## config.mk

```make
export PLATFORM = sky130hd
export DESIGN_NAME = seven_segment_scan_driver
export DESIGN_NICKNAME = d
export VERILOG_FILES = /design/src/hdl/ssd_pkg.sv /design/src/hdl/ssd_core.sv /design/src/hdl/ssd_out_buf.sv /design/src/hdl/seven_segment_scan_driver.sv
export SDC_FILE = /design/constraint.sdc
export NUM_CORES = 1
export LEC_CHECK = 0
export ABC_AREA = 1
export BUFFER_PORTS_ARGS = -buffer_cell sky130_fd_sc_hd__clkbuf_2
export CAP_MARGIN = 20
export CORE_MARGIN = 3
export CORE_UTILIZATION = 65
export DETAILED_ROUTE_END_ITERATION = 8
export HOLD_SLACK_MARGIN = 0.05
export PLACE_DENSITY = 0.93
export SLEW_MARGIN = 20
export SYNTH_ARGS = -nofsm -noshare
export SYNTH_HDL_FRONTEND = slang
export SYNTH_SLANG_ARGS = --single-unit
```

## constraint.sdc

```tcl
create_clock -name clk -period 4.5 [get_ports clk]
set_input_delay 0.9 -clock clk [delete_from_list [all_inputs] [get_ports clk]]
set_output_delay 0.9 -clock clk [all_outputs]
set_load 0.02 [all_outputs]
```

## src/hdl/ssd_pkg.sv

```systemverilog
// ----------------------------------------------------------------------------
// ssd_pkg
// Shared types, codes and the character table of the seven-segment scan driver.
// ----------------------------------------------------------------------------
package ssd_pkg;

	localparam int SLOTS = 4;

	localparam logic OP_WRITE = 1'b0;
	localparam logic OP_TICK  = 1'b1;

	localparam logic [1:0] PHASE_HOLD = 2'd3;

	typedef logic [7:0] seg_t;
	typedef logic [2:0] sel_t;
	typedef logic [1:0] slot_t;

	typedef struct packed {
		seg_t segments;
		sel_t digit_select;
	} result_t;

	function automatic seg_t glyph_of(input logic [7:0] code);
		seg_t g;
		case (code) inside
			8'h30: g = 8'h6F;
			8'h31: g = 8'h0A;
			8'h32: g = 8'hE3;
			8'h33: g = 8'hEA;
			8'h34: g = 8'h8E;
			8'h35: g = 8'hEC;
			8'h36: g = 8'hED;
			8'h37: g = 8'h4A;
			8'h38: g = 8'hEF;
			8'h39: g = 8'hEE;
			8'h61, 8'h41: g = 8'h4F;
			8'h76, 8'h56: g = 8'h2F;
			8'h63, 8'h43: g = 8'h65;
			8'h64, 8'h44: g = 8'hAB;
			8'h74, 8'h54: g = 8'hA5;
			8'h65, 8'h45: g = 8'hE5;
			8'h68, 8'h48: g = 8'h8F;
			8'h6C, 8'h4C: g = 8'h25;
			8'h6F, 8'h4F: g = 8'hA9;
			8'h70, 8'h50: g = 8'hC7;
			8'h69, 8'h49: g = 8'h01;
			8'h72, 8'h52: g = 8'h88;
			8'h66, 8'h46: g = 8'hC5;
			8'h6E, 8'h4E: g = 8'h89;
			8'h2D: g = 8'h80;
			8'h00: g = 8'h00;
			8'd10: g = 8'hF7;
			8'd11: g = 8'h31;
			8'd12: g = 8'hDB;
			8'd13: g = 8'h7B;
			8'd14: g = 8'h3D;
			8'd15: g = 8'h7E;
			8'd16: g = 8'hFE;
			8'd17: g = 8'h33;
			8'd18: g = 8'hFF;
			8'd19: g = 8'h7F;
			default: g = code;
		endcase
		return g;
	endfunction

endpackage

```

## src/hdl/ssd_core.sv

```systemverilog
// ----------------------------------------------------------------------------
// ssd_core
// Character slots, scan phase and held drive pattern; produces one result
// per accepted request.
// ----------------------------------------------------------------------------
module ssd_core (
	input  logic             clk,
	input  logic             arst_n,
	input  logic             accept,
	input  logic             operation,
	input  ssd_pkg::slot_t   slot,
	input  logic [7:0]       char_code,
	output ssd_pkg::result_t result
);
	import ssd_pkg::*;

	logic [7:0] char_store_q [SLOTS];
	logic [1:0] phase_q;
	seg_t       seg_hold_q;
	sel_t       sel_hold_q;

	logic [1:0] phase_next;
	seg_t       seg_next;
	sel_t       sel_next;

	always_comb begin
		phase_next = phase_q;
		seg_next   = seg_hold_q;
		sel_next   = sel_hold_q;
		if (operation == OP_TICK) begin
			phase_next = phase_q + 2'd1;
			if (phase_next != PHASE_HOLD) begin
				seg_next = glyph_of(char_store_q[phase_next]);
				sel_next = sel_t'(3'b001 << phase_next);
			end
		end
	end

	assign result.segments     = seg_next;
	assign result.digit_select = sel_next;

	always_ff @(posedge clk or negedge arst_n) begin
		if (!arst_n) begin
			for (int i = 0; i < SLOTS; i++) begin
				char_store_q[i] <= 8'h00;
			end
			phase_q    <= 2'd0;
			seg_hold_q <= '0;
			sel_hold_q <= '0;
		end else if (accept) begin
			if (operation == OP_WRITE) begin
				char_store_q[slot] <= char_code;
			end
			phase_q    <= phase_next;
			seg_hold_q <= seg_next;
			sel_hold_q <= sel_next;
		end
	end

	a_sel_onehot0: assert property (@(posedge clk) disable iff (!arst_n)
		$onehot0(sel_hold_q))
		else $error("digit select not one-hot");

	a_write_keeps_phase: assert property (@(posedge clk) disable iff (!arst_n)
		accept && operation == OP_WRITE |=> $stable(phase_q) && $stable(sel_hold_q))
		else $error("write moved the scan");

	a_wrap_to_digit0: assert property (@(posedge clk) disable iff (!arst_n)
		accept && operation == OP_TICK && phase_q == PHASE_HOLD |=> sel_hold_q == 3'b001)
		else $error("scan wrap did not select digit 0");

	a_hold_phase: assert property (@(posedge clk) disable iff (!arst_n)
		accept && operation == OP_TICK && phase_q == 2'd2 |=> $stable(seg_hold_q))
		else $error("hold phase changed segments");

endmodule

```

## src/hdl/ssd_out_buf.sv

```systemverilog
// ----------------------------------------------------------------------------
// ssd_out_buf
// Two-entry result buffer separating the request side from the result side.
// ----------------------------------------------------------------------------
module ssd_out_buf (
	input  logic             clk,
	input  logic             arst_n,
	input  logic             push,
	input  ssd_pkg::result_t push_data,
	output logic             can_push,
	output logic             out_valid,
	input  logic             out_ready,
	output ssd_pkg::result_t head
);
	import ssd_pkg::*;

	result_t    ent0_q;
	result_t    ent1_q;
	logic [1:0] count_q;
	logic       pop;

	assign out_valid = count_q != 2'd0;
	assign can_push  = count_q != 2'd2;
	assign pop       = out_valid && out_ready;
	assign head      = ent0_q;

	always_ff @(posedge clk or negedge arst_n) begin
		if (!arst_n) begin
			count_q <= 2'd0;
		end else begin
			count_q <= count_q + {1'b0, push} - {1'b0, pop};
		end
	end

	always_ff @(posedge clk) begin
		if (pop) begin
			if (push && count_q == 2'd1) begin
				ent0_q <= push_data;
			end else begin
				ent0_q <= ent1_q;
			end
			if (push && count_q == 2'd2) begin
				ent1_q <= push_data;
			end
		end else if (push) begin
			if (count_q == 2'd0) begin
				ent0_q <= push_data;
			end else begin
				ent1_q <= push_data;
			end
		end
	end

	a_count_range: assert property (@(posedge clk) disable iff (!arst_n)
		count_q != 2'd3)
		else $error("result buffer overflow");

endmodule

```

## src/hdl/seven_segment_scan_driver.sv

```systemverilog
// ----------------------------------------------------------------------------
// seven_segment_scan_driver
// Multiplexed three-digit seven-segment driver with four character slots.
// ----------------------------------------------------------------------------
// Every request (a slot write or a refresh tick) returns exactly one result
// carrying the segment pattern and one-hot digit select being driven after
// that request. A request is taken every cycle: the slot store, scan phase and
// character lookup update in the cycle of acceptance and the result enters a
// two-entry output buffer, so in_ready stays high unless two results are
// waiting. Each result is registered in the output buffer at acceptance.
module seven_segment_scan_driver (
	input  logic           clk,
	input  logic           arst_n,
	input  logic           in_valid,
	output logic           in_ready,
	input  logic           operation,
	input  ssd_pkg::slot_t slot,
	input  logic [7:0]     char_code,
	output logic           out_valid,
	input  logic           out_ready,
	output ssd_pkg::seg_t  segments,
	output ssd_pkg::sel_t  digit_select
);
	import ssd_pkg::*;

	logic    accept;
	result_t core_result;
	result_t head;

	assign accept = in_valid && in_ready;

	ssd_core u_core (
		.clk       (clk),
		.arst_n    (arst_n),
		.accept    (accept),
		.operation (operation),
		.slot      (slot),
		.char_code (char_code),
		.result    (core_result)
	);

	ssd_out_buf u_out_buf (
		.clk       (clk),
		.arst_n    (arst_n),
		.push      (accept),
		.push_data (core_result),
		.can_push  (in_ready),
		.out_valid (out_valid),
		.out_ready (out_ready),
		.head      (head)
	);

	assign segments     = head.segments;
	assign digit_select = head.digit_select;

endmodule
```

Yosys cells after proc, flatten, opt, wreduce, memory -nomap -nowiden:

Cells that the tools add are included.

* $add $sub $neg: 3
* magnitude comparators: 3
* eq/ne operators: 55
* shifts and indexed selects: 1
* mux-type cells: 54
* bitwise operators: 3
* reductions and logical operators: 28

Operator list (number)
* two-way mux 8 bit: 41
* equality test 8 x 7 -> 1 bit (second input constant): 28
* equality test 8 x 6 -> 1 bit (second input constant): 11
* two-way mux 11 bit: 8
* equality test 8 x 4 -> 1 bit (second input constant): 6
* bitwise mux 32 bit: 1
* equality test 8 x 5 -> 1 bit (second input constant): 4
* OR reduction 2 bit: 14
* binary-select mux 8 bit (select 2 bit): 1
* demux 8 bit (select 2 bit): 1
* zero test 8 bit: 1
* >= comparator 3 bit (second input constant): 2
* two-way mux 3 bit: 2
* inequality test 2 bit (second input constant): 3
* inverter 2 -> 3 bit: 2
* AND reduction 2 bit: 3
* nonzero test 2 bit: 3
* logical AND 1 bit: 5
* less-than comparator 3 x 1 -> 1 bit (second input constant): 1
* AND reduction 3 bit: 1
* << shifter 1 x 2 -> 3 bit (first input constant): 1
* adder 2 x 1 -> 2 bit: 1
* adder 2 x 1 -> 2 bit (second input constant): 1
* equality test 2 x 1 -> 1 bit (second input constant): 1
* other kinds (5): 5

* register bits: 69
* input bits: 15
* output and inout port bits: 13
* logic and storage cells: 159

Logic depth before layout (Yosys ltp):

Gate-level depths: netlist of run 1.

* depth in word-level cells: 47
* mapped depth: 26
* depth with buffers taken out: 24

Hierarchy:

A second synthesis of run 1 with hierarchy kept.

* cells, all modules: 591
* area, all modules: 4321.6 µm²

Modules (own cells, without submodules)
* ssd_core: instances 1, cells each 505, area each 3319.4 µm², seq. area each 1126.1 µm²
* ssd_out_buf: instances 1, cells each 84, area each 994.7 µm², seq. area each 710.7 µm²
* seven_segment_scan_driver: instances 1, cells each 2, area each 7.5 µm², seq. area each 0.0 µm²

Worst setup path after synthesis of run 1:

OpenSTA, ideal clock, no wires.

* path type: reg2reg
* start point: register u_core.phase_q[0]
* end point: register u_out_buf.ent0_q (netlist bit u_out_buf.head[3]), data pin
* library setup time: 0.254 ns
* data arrival time: 2.601 ns
* required time: 4.246 ns
* path slack: 1.645 ns
* cell stages (with the launch flop): 26
* buffers on the path: 3
* period minus slack after synthesis: 2.855 ns
* path through: dfrtp_1 buf_6 inv_6 buf_8 ha_1 inv_2 buf_4 nand3_1 nand2_2 nor2_4 nand2_1 nor2_2 nor2_1 nand2_2 nor2_1 nand3_1 nand2_1 nand2_1 nand2_1 nand2_1 nand2_1 nand2_1 nand2_1 nand2_1 nand3_1 nand2_1

* word-level cells in the longest chain between the ends: 47
* elaborated cells on any way between the ends: 112
* classes of those cells: add/sub: 1; eq/ne: 50; mux: 45; bitwise: 1; reduce/logical: 15

RTL lines
* start, declared: RTL line ssd_core.sv:18 `logic [1:0] phase_q;`
* start signal, assigned: RTL line ssd_core.sv:54 `phase_q <= phase_next;`
* adder 2 x 1 -> 2 bit (*): RTL line ssd_core.sv:31 `phase_next = phase_q + 2'd1;`
* inverter 2 -> 3 bit (not written as such): RTL line ssd_core.sv:33 `seg_next = glyph_of(char_store_q[phase_next]);`
* binary-select mux 8 bit (select 2 bit): RTL line ssd_core.sv:33
* two-way mux 8 bit (not written as such) (2 in series): RTL line ssd_core.sv:33
* equality test 8 x 5 -> 1 bit: RTL line ssd_core.sv:33
* two-way mux 8 bit (36 in series): RTL line ssd_pkg.sv:25 `case (code) inside`
* two-way mux 8 bit (*): RTL line ssd_core.sv:32 `if (phase_next != PHASE_HOLD) begin`
* two-way mux 8 bit (*): RTL line ssd_core.sv:30 `if (operation == OP_TICK) begin`
* two-way mux 11 bit: RTL line ssd_out_buf.sv:46 `if (count_q == 2'd0) begin`
* two-way mux 11 bit: RTL line ssd_out_buf.sv:45 `end else if (push) begin`
* two-way mux 11 bit (*): RTL line ssd_out_buf.sv:36 `if (pop) begin`
* end signal, assigned: RTL line ssd_out_buf.sv:38 `ent0_q <= push_data;`
* end signal, assigned: RTL line ssd_out_buf.sv:40 `ent0_q <= ent1_q;`
* end signal, assigned: RTL line ssd_out_buf.sv:47 `ent0_q <= push_data;`
* end, declared: RTL line ssd_out_buf.sv:17 `result_t ent0_q;`

Mark *: on every way between the ends. The rest lies on a longest branch, timed or not. The select of a mux whose other input is x is not followed.
A chain may end at the register's enable or synchronous reset.

Final worst setup path of run 1:

Same ends and word-level chain as after synthesis.

==> run summary, run 1 <==
Outcome: finished clean
Met3 routed WL: 1.20 mm
Inserted Diodes: 0
Fill cells: 411
Floorplan Core Area: 6100 sq um
Most common cell after layout, fill and taps aside: sky130_fd_sc_hd__nand2_1
Sequential cell area fraction in the yosys report: 43.9%
Length of the first detailed-routing pass in iterations: 8
Final Hold Fails: 0
Level count of the clock H-tree: 3
Nets: 599
Reg-to-reg startpoint: u_core.phase_q[0]
Sequential cell area: 1840 sq um
GRT Util Overall: 32.5%
Hold Crit Class: register to register
Commonest non-fill, non-tap cells in the layout: sky130_fd_sc_hd__nand2_1, sky130_fd_sc_hd__dfrtp_1, sky130_fd_sc_hd__o21ai_0
Floorplan row count: 28
CP endpoint kind: register
Dominant combinational cell family by area after synthesis: simple AND/OR/NAND/NOR gates
Mapped Nets: 570
Wire length of the first global-routing pass: 18.7 mm
Most used DFF post-synth: sky130_fd_sc_hd__dfrtp_1
Antenna violations before repair: 0
Max clock buf depth: 2
Count of yosys warnings during synthesis: 0
Setup bufs post-CTS: 0
Type of the setup path with the least slack: register to register
Area growth from synthesis to layout: 9.44%
Die X-Extent: 86.3 um
Post-DR vias/cell: 6.22
Compound-Gate Fraction of Synth Area: 8.43%
CTS-repair resized insts: 0
Number of global-route vias before repair: 3886
Number of flip-flops and latches in the synthesized netlist: 69
Buffer cell driving the clock tree root: sky130_fd_sc_hd__clkbuf_8
Share of synthesized cell area in full adder, half adder and majority cells: 1.79%
FMAX: 257 MHz
Cell count after synthesis: 549
Final max-slew violation count: 0
Hold_buf cts: 0
Clock tree from TritonCTS: yes
Number of design-rule violations left by the first detailed-router iteration: 453
Required time at the worst-slack endpoint: 4.62 ns
Largest net degree at the start of global routing: 48
Fin crit period: 3.90 ns
FFs w/ async S/R, synth: 68.1%
Hold_sp: u_core.seg_hold_q[2]
Data arrival, critical path: 4.02 ns
Multiplexer share of the synthesized area: 0%
Fraction of layout cells with a size suffix above 1: 17.5%
CP startpoint kind: register
Ports placed on the boundary: 28
Post-route clock skew: 0.0182 ns
Unrepaired setup endpoints after global routing: no
Cell area after synthesis: 4190 sq um
Distinct cell type count after synthesis: 41
Clock sinks: 69
Number of cells traversed by the worst register-to-register path: 23
Final routed wire length divided by cell count: 17.3 um
Register-to-register setup slack: 0.60 ns
Post-Synth XOR/XNOR Area: 0.627%
Total congestion overflow after global routing: 0
Total Die Area: 7440 sq um
HPWL reported at the end of detailed placement: 7.63 mm
Number of setup violations in the final report: 0
Top metal layer carrying routed signals: met4
Setup total negative slack: 0 ns
Measured slew at the worst slew-check pin: 0.939 ns
Total length of routed wires: 11.4 mm
Port bufs: 27
Final cycle utilization of the critical path: 86.6%
# DRC: 0
Global placement routability congestion: 1.00
Antenna viol nets, final: 0
Starting utilization of the core area: 68.7%
TritonCTS Buffers: 9
Maximum capacitance violations: 0
Mean area per synthesized cell: 7.63 sq um
Overall via count from detail_route: 4096
Routed met2 length: 5.45 mm
EDFF count, synth: 22
Hold-critical path depth: 2
Clock latency of the later-clocked register in the worst-skew pair: 0.36 ns
Destination of the worst register-to-register timing path: u_out_buf.head[3]
Detailed-routing wirelength on met1: 4.23 mm
End of the worst hold path: u_core.seg_hold_q[2]
Largest fanout on the critical path: 19
Synth Area in Simple Gates: 39.0%
Clock-pin slew on the worst setup and hold paths: 0.09 ns
Multi-input logic area: 2090 sq um
Die height: 86.3 um
Relative max-transition margin: 37.2%
[stage by stage]
| step | hold WS (ns) | std cells | instance area (sq um) | utilization [%] | setup slack [ns] |
|---|---|---|---|---|---|
| 5_1_grt | 0.516 | 658 | 4580 | 75.2 | 0.325 |
| 2_1_floorplan | 0.442 | 549 | 4190 | - | 1.64 |
| 3_3_place_gp | 0.458 | 642 | 4360 | 71.5 | 0.860 |
| 4_1_cts | 0.487 | 658 | 4580 | 75.1 | 0.675 |
| 3_5_place_dp | 0.466 | 642 | 4360 | 71.5 | 0.699 |
| 6_report | 0.487 | 658 | 4580 | 75.2 | 0.603 |
[how the worst max path moves through the flow]
stage,end,cells after the start,slack [ns],from
global route,u_out_buf.head[10],15,0.33,u_core.phase_q[0]
CTS,u_out_buf.head[5],19,0.68,u_core.phase_q[0]
detailed placement,u_out_buf.head[5],19,0.70,u_core.phase_q[0]
floorplan,u_out_buf.head[3],25,1.64,u_core.phase_q[0]
finish,u_out_buf.head[3],23,0.60,u_core.phase_q[0]
global placement,u_out_buf.head[5],19,0.86,u_core.phase_q[0]
[layout make-up]
| class | instances | share of cell area (%) |
|---|---|---|
| clock inverter | 7 | 2.13 |
| inverter | 48 | 4.04 |
| sequential | 69 | 40.1 |
| clock buffer | 9 | 2.70 |
| multi-input combinational | 420 | 45.5 |
| timing repair buffer | 30 | 3.49 |
| tap | 75 | 2.05 |
[state kept, by name (all words and copies together) (netlist names)]
| name | flops |
|---|---|
| u_out_buf.count_q | 2 |
| u_core.sel_hold_q | 3 |
| u_out_buf.ent1_q | 11 |
| u_core.phase_q | 2 |
| u_core.seg_hold_q | 8 |
| u_out_buf.head | 11 |
| u_core.char_store_q | 32 |
[layer usage]
layer  global-route usage, %  vias up
met1                    42.3     1853
met2                    52.3      337
met4                    15.0        0
met5                       0        -
li1                        -     1837
met3                    7.13       69
[cells by family (layout without fill, tap and decap cells)]
logic type,count (synthesis),in the layout
AND/OR/NAND/NOR,348,348
flip-flops,69,69
AO/OA/AOI/OAI,63,63
buffers and inverters,60,94
adder cells (fa/ha/maj),6,6
XOR/XNOR,3,3
[worst max-delay path, cell delays in order (launching register included)]
cell and delay (ns):
sky130_fd_sc_hd__dfrtp_1 0.78, sky130_fd_sc_hd__inv_6 0.17, sky130_fd_sc_hd__ha_1 0.66, sky130_fd_sc_hd__inv_2 0.23, sky130_fd_sc_hd__nand3_1 0.15, sky130_fd_sc_hd__nand2_2 0.15, sky130_fd_sc_hd__nand2_2 0.16, sky130_fd_sc_hd__nor2_1 0.09
sky130_fd_sc_hd__nand2_1 0.06, sky130_fd_sc_hd__nand2_1 0.09, sky130_fd_sc_hd__nor2_2 0.18, sky130_fd_sc_hd__nand2_1 0.07, sky130_fd_sc_hd__nor2_1 0.10, sky130_fd_sc_hd__nand3_1 0.10, sky130_fd_sc_hd__nand2_1 0.07, sky130_fd_sc_hd__nand2_1 0.05
sky130_fd_sc_hd__nand2_1 0.05, sky130_fd_sc_hd__nand2_1 0.05, sky130_fd_sc_hd__nand2_1 0.06, sky130_fd_sc_hd__nand2_1 0.06, sky130_fd_sc_hd__nand2_1 0.09, sky130_fd_sc_hd__nand2_1 0.08, sky130_fd_sc_hd__nand3_1 0.09, sky130_fd_sc_hd__nand2_1 0.07
[cells in the mapped netlist, types with 3 or more instances]
| master | count | area (sq um) |
|---|---|---|
| sky130_fd_sc_hd__a21boi_0 | 3 | 22.5 |
| sky130_fd_sc_hd__a21oi_1 | 3 | 15.0 |
| sky130_fd_sc_hd__clkbuf_1 | 6 | 22.5 |
| sky130_fd_sc_hd__clkinv_1 | 3 | 11.3 |
| sky130_fd_sc_hd__dfrtp_1 | 47 | 1180 |
| sky130_fd_sc_hd__edfxtp_1 | 22 | 661 |
| sky130_fd_sc_hd__ha_1 | 6 | 75.1 |
| sky130_fd_sc_hd__inv_1 | 38 | 143 |
| sky130_fd_sc_hd__inv_2 | 6 | 22.5 |
| sky130_fd_sc_hd__nand2_1 | 216 | 811 |
| sky130_fd_sc_hd__nand2_2 | 14 | 87.6 |
| sky130_fd_sc_hd__nand2_4 | 8 | 90.1 |
| sky130_fd_sc_hd__nand3_1 | 38 | 190 |
| sky130_fd_sc_hd__nand3_2 | 7 | 70.1 |
| sky130_fd_sc_hd__nand4_1 | 5 | 31.3 |
| sky130_fd_sc_hd__nor2_1 | 28 | 105 |
| sky130_fd_sc_hd__nor2_2 | 8 | 50.1 |
| sky130_fd_sc_hd__nor2_4 | 3 | 33.8 |
| sky130_fd_sc_hd__nor3_1 | 11 | 55.1 |
| sky130_fd_sc_hd__o21ai_0 | 42 | 210 |
| sky130_fd_sc_hd__o21ai_1 | 5 | 25.0 |
| sky130_fd_sc_hd__or2_2 | 4 | 25.0 |
Power of run 1 is left out: the tool's default activity adds up to more than one toggle a clock period on the data nets, which glitch-free logic cannot reach.
==> inputs of run 2 (changes only) <==
--- a/config.mk
+++ b/config.mk
@@ -13,6 +13,7 @@
 export DETAILED_ROUTE_END_ITERATION = 8
 export HOLD_SLACK_MARGIN = 0.05
 export PLACE_DENSITY = 0.93
+export RECOVER_POWER = 50
 export SLEW_MARGIN = 20
 export SYNTH_ARGS = -nofsm -noshare
 export SYNTH_HDL_FRONTEND = slang
==> constraint.sdc (replaced) <==
create_clock -name clk -period 4.8 [get_ports clk]
set_input_delay 0.96 -clock clk [delete_from_list [all_inputs] [get_ports clk]]
set_output_delay 0.96 -clock clk [all_outputs]
set_load 0.02 [all_outputs]
==> run summary, run 2 (synthesis results as in run 1) <==
Outcome: finished, violations left
Failing checks: max-capacitance violations, max-slew violations
Max clock buf depth: 2
Floorplan Core Area: 6100 sq um
Setup bufs post-CTS: 0
Die X-Extent: 86.3 um
GRT Util Overall: 30.8%
Largest net degree at the start of global routing: 48
Data arrival, critical path: 4.06 ns
Total length of routed wires: 10.7 mm
Length of the first detailed-routing pass in iterations: 6
Buffer cell driving the clock tree root: sky130_fd_sc_hd__clkbuf_8
Post-route clock skew: 0.0120 ns
Total Die Area: 7440 sq um
Number of global-route vias before repair: 3729
Type of the setup path with the least slack: register to register
Fin crit period: 3.95 ns
Inserted Diodes: 0
Ports placed on the boundary: 28
Floorplan row count: 28
Hold_buf cts: 0
Number of setup violations in the final report: 0
Clock sinks: 69
CP startpoint kind: register
CTS-repair resized insts: 0
Level count of the clock H-tree: 3
Area growth from synthesis to layout: 9.32%
Antenna viol nets, final: 0
Post-route worst hold slack: 0.488 ns
TritonCTS Buffers: 9
Unrepaired setup endpoints after global routing: no
Wire length of the first global-routing pass: 17.7 mm
Post-DR vias/cell: 5.99
Fraction of layout cells with a size suffix above 1: 16.1%
Measured slew at the worst slew-check pin: 2.44 ns
FMAX: 253 MHz
CP endpoint kind: register
Setup total negative slack: 0 ns
HPWL reported at the end of detailed placement: 7.68 mm
Largest reg by FF count: u_core.char_store_q
Final Hold Fails: 0
Overall via count from detail_route: 3949
Required time at the worst-slack endpoint: 4.91 ns
Total congestion overflow after global routing: 0
Number of flip-flops under the largest register name: 32
Die height: 86.3 um
Relative max-transition margin: -62.3%
# DRC: 0
Port bufs: 27
Antenna violations before repair: 0
Clock tree from TritonCTS: yes
Final cycle utilization of the critical path: 82.2%
Clock latency of the later-clocked register in the worst-skew pair: 0.35 ns
Largest fanout on the critical path: 19
Hold Crit Class: register to register
Final routed wire length divided by cell count: 16.3 um
Starting utilization of the core area: 68.7%
Fill cells: 413
Global placement routability congestion: 1.01
Number of design-rule violations left by the first detailed-router iteration: 367
Final max-slew violation count: 48
Maximum capacitance violations: 1
Nets: 600
Most common cell after layout, fill and taps aside: sky130_fd_sc_hd__nand2_1
Clock-pin slew on the worst setup and hold paths: 0.08 ns
Commonest non-fill, non-tap cells in the layout: sky130_fd_sc_hd__nand2_1, sky130_fd_sc_hd__dfrtp_1, sky130_fd_sc_hd__o21ai_0
## run 2: changes by cell type in the layout (fill, tap and decap cells not counted), sizes merged
| cell | before | now |
|---|---|---|
| clkbuf | 35 | 40 |
| clkinv | 6 | 5 |
| buf | 4 | 1 |
## run 2: through the flow
step	area [sq um]	std cells	utilization, %	setup WS, ns
floorplan	4190	549	-	1.94
global placement	4370	643	71.6	1.12
detailed placement	4370	643	71.6	1.01
CTS	4600	659	75.4	0.944
global route	4580	659	75.1	0.538
finish	4580	659	75.1	0.854
## run 2: layout make-up
cell class	count	area, sq um	area share [%]
Multi-Input combinational cell	420	2090	45.6
Sequential cell	69	1840	40.1
Inverter	48	185	4.04
Timing Repair Buffer	31	145	3.17
Clock buffer	10	138	3.01
Clock inverter	6	93.8	2.05
Tap cell	75	93.8	2.05
## run 2: worst max-delay path, cell delays in order (launching register included)
cell	delay (ns)
sky130_fd_sc_hd__dfrtp_1	0.79
sky130_fd_sc_hd__inv_6	0.18
sky130_fd_sc_hd__ha_1	0.66
sky130_fd_sc_hd__inv_2	0.22
sky130_fd_sc_hd__nand3_1	0.15
sky130_fd_sc_hd__nand2_2	0.15
sky130_fd_sc_hd__nand2_2	0.17
sky130_fd_sc_hd__nor2_1	0.09
sky130_fd_sc_hd__nand2_1	0.07
sky130_fd_sc_hd__nand2_1	0.09
sky130_fd_sc_hd__nor2_2	0.17
sky130_fd_sc_hd__nand2_1	0.07
sky130_fd_sc_hd__nor2_1	0.15
sky130_fd_sc_hd__nand3_1	0.12
sky130_fd_sc_hd__nand2_1	0.08
sky130_fd_sc_hd__nand2_1	0.05
sky130_fd_sc_hd__nand2_1	0.05
sky130_fd_sc_hd__nand2_1	0.05
sky130_fd_sc_hd__nand2_1	0.06
sky130_fd_sc_hd__nand2_1	0.05
sky130_fd_sc_hd__nand2_1	0.08
sky130_fd_sc_hd__nand2_1	0.07
sky130_fd_sc_hd__nand3_1	0.08
sky130_fd_sc_hd__nand2_1	0.06
## run 2: metal layers
metal | wire [um] | vias up | global-route usage [%]
met5 | 0 | - | 0
met4 | 463 | 0 | 14.2
met3 | 858 | 57 | 8.17
met2 | 5060 | 233 | 48.8
met1 | 4340 | 1825 | 39.7
li1 | - | 1834 | -
## run 2: worst paths after layout
kind	from	end	slack (ns)	depth (start not counted)
max reg2reg	u_core.phase_q[0]	u_out_buf.head[3]	0.85	23
min	u_core.seg_hold_q[6]	u_core.seg_hold_q[6]	0.49	2
max	u_core.phase_q[0]	u_out_buf.head[3]	0.85	23
min reg2reg	u_core.seg_hold_q[6]	u_core.seg_hold_q[6]	0.49	2
max in group asynchronous	arst_n	u_core.char_store_q[11]	1.97	2
min in group asynchronous	arst_n	u_core.char_store_q[5]	1.45	2
Power of run 2 is left out for the same reason.
